===== src/hdl/fdmm_ram.sv =====
// ----------------------------------------------------------------------------
// Generic single-port-write RAM
// One write port and one read port with registered read data.
// ----------------------------------------------------------------------------
module fdmm_ram #(
  parameter int DataW = 8,
  parameter int Depth = 16
) (
  input  logic                     clk_i,
  input  logic                     we_i,
  input  logic [$clog2(Depth)-1:0] waddr_i,
  input  logic [DataW-1:0]         wdata_i,
  input  logic                     re_i,
  input  logic [$clog2(Depth)-1:0] raddr_i,
  output logic [DataW-1:0]         rdata_o
);

  logic [DataW-1:0] mem_q [Depth];
  logic [DataW-1:0] rdata_q;

  always_ff @(posedge clk_i) begin
    if (we_i) begin
      mem_q[waddr_i] <= wdata_i;
    end
    if (re_i) begin
      rdata_q <= mem_q[raddr_i];
    end
  end

  assign rdata_o = rdata_q;

endmodule


===== config.mk =====
export PLATFORM = sky130hd
export DESIGN_NAME = fdmm_ram
export DESIGN_NICKNAME = d
export VERILOG_FILES = /design/src/hdl/fdmm_ram.sv
export SDC_FILE = /design/constraint.sdc
export NUM_CORES = 1
export LEC_CHECK = 0
export BUFFER_PORTS_ARGS = -buffer_cell sky130_fd_sc_hd__clkbuf_2
export CAP_MARGIN = 20
export CORE_MARGIN = 1
export CORE_UTILIZATION = 40
export CTS_BUF_LIST = sky130_fd_sc_hd__clkbuf_16
export DETAILED_ROUTE_END_ITERATION = 8
export REMOVE_ABC_BUFFERS = 1
export SYNTH_ARGS = -nofsm -noshare
export SYNTH_HDL_FRONTEND = slang
export SYNTH_SLANG_ARGS = --single-unit

===== constraint.sdc =====
create_clock -name clk_i -period 3.05 [get_ports clk_i]
set_input_delay 0.1525 -clock clk_i [delete_from_list [all_inputs] [get_ports clk_i]]
set_output_delay 0.1525 -clock clk_i [all_outputs]
set_load 0.1 [all_outputs]

==> metrics.csv <==
metric,value,unit
setup.worst_path.start,mem_q[1][1],
final_util,48.45,%
clk_latency,0.40,ns
synth.distinct_cells,18,
post-dp-hpwl,6.239,mm
die_w,116.3,um
rsz0062_at_grt,no,
dieArea,13530,um^2
synth_common_cells,"edfxtp_1, mux4_2, a22oi_1",
final_max_slew_viol_count,0,
top_usage_layer,met2,
endpoint_kind,flop,
grt_max_degree,33,
ios,27,
place.gp.congestion,0.6855,
synth_top_area_share,78.12,%
grt_pass1_vias,2650,
p_leak,2.047,nW
multi_input_area,1057,um^2
clkTransAtPathRegs,0.06,ns
synth-async-reset-ratio,0,%
initial_utilization,41.26,%
hold_path_class,in -> reg,
r2r-start,mem_q[1][1],
grt_usage,17.06,%
vias_per_cell,5.368,
die_y,116.3,um
critPathKind,reg -> reg,
yosysWarnings,0,
status,"finished, final reports clean",
drcViolationCount,0,
synth_area,5228,um^2
synth_seq_cells,136,
setup_viol,0,
ys_seq_area_share,78.12,%
ir_drop,0.3906,mV
met3_usage,4.152,%
drv_cap,0,
coreArea,12670,um^2
setup.worst_path.start_class,flop,
nets,294,
cts_hold_buf,0,
critPathMaxStageDelay,0.50,ns
grt_use_met1,23.20,%
hold_viol,0,
drt_wl_total,10.31,mm
fmax,0.6317,GHz
p_per_area,696.6,nW/um^2
path_max_fanout,1,
clk_path_buf_depth,2,
cts_root_buffer,clkbuf_16,
numCtsBuffers,17,
std_cell_rows,41,
wl_per_cell,22.45,um
synth.avg_cell_area,22.83,um^2
io_buffer_count,26,
cp.arrival,1.72,ns
syn-instance-count,229,
fillers,1042,
vias,2464,
synth_top_flop_cell,edfxtp_1,
hp-start,re_i,
synth_area_leader_cell,edfxtp_1,
cts.sinks,136,
antenna_found_initial,0,
cp_data_required_time,3.19,ns
period_minus_slack,1.583,ns
cts_tree,done,
maxSlewHeadroom,33.74,%
post-cts-setup-buffers,0,
regArea,4084,um^2
grt.overflow.total,0,
grt_use_met2,26.55,%
drive_above_1_share,29.62,%
cts_max_level,4,
cp_cell_sequence,mux4_1 -> a22oi_1 -> nand2_1,
syn_to_final_growth,17.45,%
dr.first_iter.drc_count,246,
finClkSkew,0.009098,ns
finalCritPeriodShare,51.90,%
synth_edf_count,136,
cts_resized,0,
dr.pass1.iters,4,
synthTopCellsByArea,"edfxtp_1, mux4_2, mux4_1",
grt_pass1_wl,15.64,mm
yosysMostFrequentCell,edfxtp_1,
fin_tns_setup,0,ns
antenna_cells,0,
drtAntennaViolNets,0,
crit_slowest_cell,mux4_1,
worst_pin_slew,0.9902,ns
-- logic make-up after synthesis --
| family | count (synthesis) | synth area share, % |
|---|---|---|
| AOI/OAI and AO/OA | 16 | 2.298 |
| buffers and inverters | 10 | 1.651 |
| DFF | 136 | 78.12 |
| muxes | 32 | 14.79 |
| and+or+nand+nor | 35 | 3.136 |
-- per-layer routing --
layer	share of wire, %	vias up
li1	-	1074
met2	47	84
met3	5.8	17
met4	1.8	0
met5	0	-
met1	45	1289
-- cell type report --
class	instances	area share, %
repair buffers	37	3.668
clock buffers	17	6.929
multi-input cells	83	17.22
flip-flops and latches	136	66.52
well taps	172	3.505
clock inverters	14	2.160
-- stage by stage --
stage / cell area (um^2) / cells / setup WS (ns) / total power [mW] / hold WS [ns]
3_5_place_dp: 5582 / 428 / 1.071 / 2.412 / 0.5716
3_3_place_gp: 5582 / 428 / 1.090 / 2.407 / 0.5718
2_1_floorplan: 5141 / 219 / 1.405 / 2.303 / 0.2514
5_1_grt: 6140 / 459 / 1.397 / 4.407 / 0.1458
4_1_cts: 6140 / 459 / 1.485 / 4.311 / 0.1481
6_report: 6140 / 459 / 1.467 / 4.277 / 0.1561
-- worst max-delay path, delay by kind of cell (launching register included) --
| kind | cells | cell delay (ns) |
|---|---|---|
| AO/OA/AOI/OAI | 1 | 0.35 |
| flip-flops | 1 | 0.36 |
| multiplexers | 1 | 0.50 |
| AND/OR/NAND/NOR | 1 | 0.11 |
-- placed cells by master (no fill, tap or decap), types with 4 or more instances in the layout --
| cell | instances |
|---|---|
| edfxtp_1 | 136 |
| clkbuf_2 | 26 |
| mux4_2 | 18 |
| clkbuf_16 | 17 |
| a22oi_1 | 16 |
| mux4_1 | 14 |
| nor2_1 | 13 |
| buf_4 | 10 |
| nand2_1 | 9 |
| clkinv_2 | 5 |
| nor3_1 | 4 |
-- state kept, by name, indices dropped and copies added, names as in the netlist --
| signal | count |
|---|---|
| mem_q | 128 |
| rdata_o | 8 |
-- final timing paths --
check / endpoint / slack, ns / cells past startpoint
worst max register to register: rdata_o[1] / 1.47 / 3
worst min-delay path: rdata_o[6] / 0.16 / 1
worst min register to register: rdata_o[3] / 0.75 / 3
worst max-delay path: rdata_o[1] / 1.47 / 3
-- power breakdown --
group / switching, mW / total (mW) / internal, mW
registers: 0.0106 / 2.12 / 2.11
clock network: 0.719 / 1.91 / 1.19
logic: 0.175 / 0.253 / 0.0775
total: 0.905 / 4.28 / 3.37
Note: power is estimated with default switching activity, not from simulation.
