--- src/hdl/fdmm_pkg.sv ---
// ----------------------------------------------------------------------------
// Frame difference motion mask package
// Shared types, constants and the reciprocal table of the box blur divider.
// ----------------------------------------------------------------------------
package fdmm_pkg;

  localparam int MaxWidthDef  = 640;
  localparam int MaxHeightDef = 480;
  localparam int MaxRadiusDef = 7;

  // Register reset values.
  localparam logic [9:0] WidthRst     = 10'd640;
  localparam logic [8:0] HeightRst    = 9'd480;
  localparam logic [2:0] RadiusRst    = 3'd1;
  localparam logic [7:0] ThresholdRst = 8'd25;

  localparam int CfgIndexW = 2;
  localparam int CfgDataW  = 10;

  // Luma weights in 16-bit fixed point.
  localparam logic [23:0] GrayWr = 24'd19595;
  localparam logic [23:0] GrayWg = 24'd38470;
  localparam logic [23:0] GrayWb = 24'd7471;

  // Window sums are divided by (2r+1)^2 as a multiply by ceil(2^DivShift / d).
  // Radius zero divides by one and bypasses the table.
  localparam int DivShift = 28;
  localparam int RecipW   = 25;
  localparam logic [RecipW-1:0] RecipTab [16] = '{
    25'd0,
    25'((2**28 + 9 - 1) / 9),
    25'((2**28 + 25 - 1) / 25),
    25'((2**28 + 49 - 1) / 49),
    25'((2**28 + 81 - 1) / 81),
    25'((2**28 + 121 - 1) / 121),
    25'((2**28 + 169 - 1) / 169),
    25'((2**28 + 225 - 1) / 225),
    25'((2**28 + 289 - 1) / 289),
    25'((2**28 + 361 - 1) / 361),
    25'((2**28 + 441 - 1) / 441),
    25'((2**28 + 529 - 1) / 529),
    25'((2**28 + 625 - 1) / 625),
    25'((2**28 + 729 - 1) / 729),
    25'((2**28 + 841 - 1) / 841),
    25'((2**28 + 961 - 1) / 961)
  };

  typedef enum logic [CfgIndexW-1:0] {
    CFG_FRAME_WIDTH,
    CFG_FRAME_HEIGHT,
    CFG_BLUR_RADIUS,
    CFG_MOTION_THRESHOLD
  } cfg_idx_e;

  typedef enum logic [2:0] {
    ST_IDLE,
    ST_WRITE,
    ST_COL,
    ST_COLEND,
    ST_SHIFT,
    ST_DIV,
    ST_CMP
  } state_e;

  typedef struct packed {
    logic [7:0] pixel_red;
    logic [7:0] pixel_green;
    logic [7:0] pixel_blue;
  } pixel_t;

  typedef struct packed {
    logic [9:0] pos_x;
    logic [8:0] pos_y;
    logic       motion;
    logic       frame_end;
  } result_t;

  typedef struct packed {
    logic en;
    logic clr;
  } cell_ctrl_t;

endpackage

--- src/hdl/fdmm_cell.sv ---
// ----------------------------------------------------------------------------
// Column sum cell
// One stage of the horizontal window chain; holds the vertical sum of one
// window column and passes it on at every shift; a shift with clear loads zero.
// ----------------------------------------------------------------------------
module fdmm_cell #(
  parameter int DataW = 12
) (
  input  logic                clk_i,
  input  fdmm_pkg::cell_ctrl_t ctrl_i,
  input  logic [DataW-1:0]    d_i,
  output logic [DataW-1:0]    q_o
);

  logic [DataW-1:0] sum_q;
  logic [DataW-1:0] sum_d;

  always_comb begin
    sum_d = sum_q;
    if (ctrl_i.en) begin
      sum_d = ctrl_i.clr ? '0 : d_i;
    end
  end

  always_ff @(posedge clk_i) begin
    sum_q <= sum_d;
  end

  assign q_o = sum_q;

endmodule
--- config.mk ---
export PLATFORM = sky130hd
export DESIGN_NAME = fdmm_cell
export DESIGN_NICKNAME = d
export VERILOG_FILES = /design/src/hdl/fdmm_pkg.sv /design/src/hdl/fdmm_cell.sv
export SDC_FILE = /design/constraint.sdc
export NUM_CORES = 1
export LEC_CHECK = 0
export ABC_CLOCK_PERIOD_IN_PS = 800
export BUFFER_PORTS_ARGS = -buffer_cell sky130_fd_sc_hd__buf_2
export CORE_AREA = 8 8 45 47
export DETAILED_ROUTE_END_ITERATION = 16
export DIE_AREA = 0 0 53 55
export PLACE_DENSITY = 0.68
export SLEW_MARGIN = 40
export SYNTH_ARGS = -nofsm -noshare
export SYNTH_HDL_FRONTEND = slang
export SYNTH_SLANG_ARGS = --single-unit
--- constraint.sdc ---
create_clock -name clk_i -period 0.8 [get_ports clk_i]
set_input_delay 0.12 -clock clk_i [delete_from_list [all_inputs] [get_ports clk_i]]
set_output_delay 0.12 -clock clk_i [all_outputs]
set_load 0.1 [all_outputs]
==> reports/metrics.csv <==
metric,value,unit
Vias per Instance,4.29,
crit path DAT,0.89,ns
H-Tree Level Count,1,
Final min period,1.01,ns
Initial Utilization,35.2,%
total power draw,0.00180,W
chip height,55,um
core area,1380,um^2
DRT iter0 DRCs,9,
final core occ,61.3,%
Worst Hold Class,in2reg,
Rows,14,
post-detailed-route count of antenna-violating nets,0,
pin count of the biggest net entering global routing,13,
Die ar.,2920,um^2
Fillers,96,
clk sinks,12,
Hold Path End,q_o[10]$_SDFFCE_PP0P_,
critical path cell sequence,buf_12,
Worst setup EP type,primary output,
Tightest Pin Transition,0.273,ns
status,finished with violations,
number of flip-flops in the largest register,12,
fin area,848,um^2
"commonest cells after routing, fill and taps aside","buf_2 (14), buf_12 (13), edfxtp_1 (12)",
"most common cell after layout, fill and taps aside",buf_2,
met3 GRT Util,3.21,%
GR Util met1,5.47,%
worst hold slack,0.133,ns
critical path class,reg2out,
vias in the first global route,299,
Tcrit/Tclk final,126,%
"flops & latches, synth",12,
Worst Path Buf+Inv,1,
CTS Root Buffer Type,clkbuf_4,
DRC violations left,0,
met2 Resource Use GR,13.5,%
GR Util All Layers,7.06,%
final setup vio count,12,
Mapped Area,487,um^2
TritonRoute pass-1 iters,3,
PostCTS Resize Cnt,0,
sequential-to-total area share from yosys stat,74.0,%
CTS max path bufs,2,
Critical Path Source,q_o[11]$_SDFFCE_PP0P_,
Critical Path RT,0.68,ns
Inserted Diodes,0,
# IOs,27,
min-delay src,d_i[10],
# hold bufs at CTS,0,
drt wl/cell,13.5,um
grt peak-use layer,met2,
antenna violations before repair,0,
Startpoint Class,register,
layout net count,71,
syn_nets,40,
failing checks,negative setup slack,
final WL,943,um
Slowest cell on crit path,edfxtp_1,
worst-path maximum fanout,1,
Synth Instances,25,
die span in x,53,um
slack of the critical path,-0.210,ns
Max-Cap Viols,0,
Yosys cell types,5,
"CTS clk-pin slew, worst paths",0.07,ns
final hold vios,0,
vias,300,
RSZ-0062 raised after global routing,yes,
routability cong.,0.684,
hold path cells,2,
placed cell area,826,um^2
Ys Warns,0,
family with the most delay on the worst path,flip-flops,
Max Freq,990,MHz
CTS buffer count,3,
CP peak stage delay,0.42,ns
Peak supply drop,1070,uV
P per Cell Area,2120,nW/um^2
Final Slew Violations,0,
GR Overflow Total,0,
number of port buffers,26,
Layout Area Growth over Synthesis,74.3,%
Slew headroom,81.8,%
Leak,0.357,nW
first-pass GRT wire length,1370,um
share of layout cells above drive strength 1,77.8,%
syn_area_per_cell,19.5,um^2
CTS tree,yes,
[synthesized netlist by cell type]
library cell	number	area, um^2
and2b_2	2	17.5
nor2b_2	8	70.1
buf_6	1	11.3
edfxtp_1	12	360
nor2b_4	2	27.5
[stage by stage]
step / instances / setup WS [ns] / setup TNS [ns]
detailed placement: 67 / 0.0768 / 0
finish: 70 / -0.210 / -2.35
CTS: 70 / -0.225 / -2.47
global placement: 67 / 0.0999 / 0
global route: 70 / -0.239 / -2.64
floorplan: 25 / -0.224 / -2.69
[power breakdown]
part	switching (W)	internal, W	leakage [nW]
Clock	0.000187	0.000174	0.0138
Combinational	0.000411	0.000239	0.227
Sequential	0.0000383	0.000750	0.116
Total	0.000637	0.00116	0.357
[worst max path at each step]
stage / slack, ns / cells after the start / end
6_report: -0.21 / 1 / q_o[11]
5_1_grt: -0.24 / 1 / q_o[11]
4_1_cts: -0.22 / 1 / q_o[11]
3_5_place_dp: 0.08 / 1 / q_o[11]
3_3_place_gp: 0.1 / 1 / q_o[5]
2_1_floorplan: -0.22 / 0 / q_o[0]
[cells by family (layout without fill, tap and decap cells)]
kind of cell  after synthesis  after routing  share of synthesized area (%)
buf+inv                     1             30                           2.31
simple gates               12             12                           23.7
flops                      12             12                           74.0
[cell type report]
cell class / count / area (um^2) / share of cell area (%)
clock buffer: 3 / 22.5 / 2.65
multi-input combinational: 12 / 115 / 13.6
tap: 16 / 20.0 / 2.36
sequential: 12 / 360 / 42.5
timing repair buffer: 27 / 330 / 38.9
[routing by layer]
layer,up-vias,share of wire (%)
li1,145,-
met1,137,30
met2,15,57
met3,3,10
met4,0,2.5
met5,-,0
[repair_timing]
| item | CTS | global route |
|---|---|---|
| pin swaps | 0 | 0 |
| setup endpoints to repair | 12 | 12 |
| buffers inserted | 0 | 0 |
No activity file was read; power rests on OpenSTA's default activity.
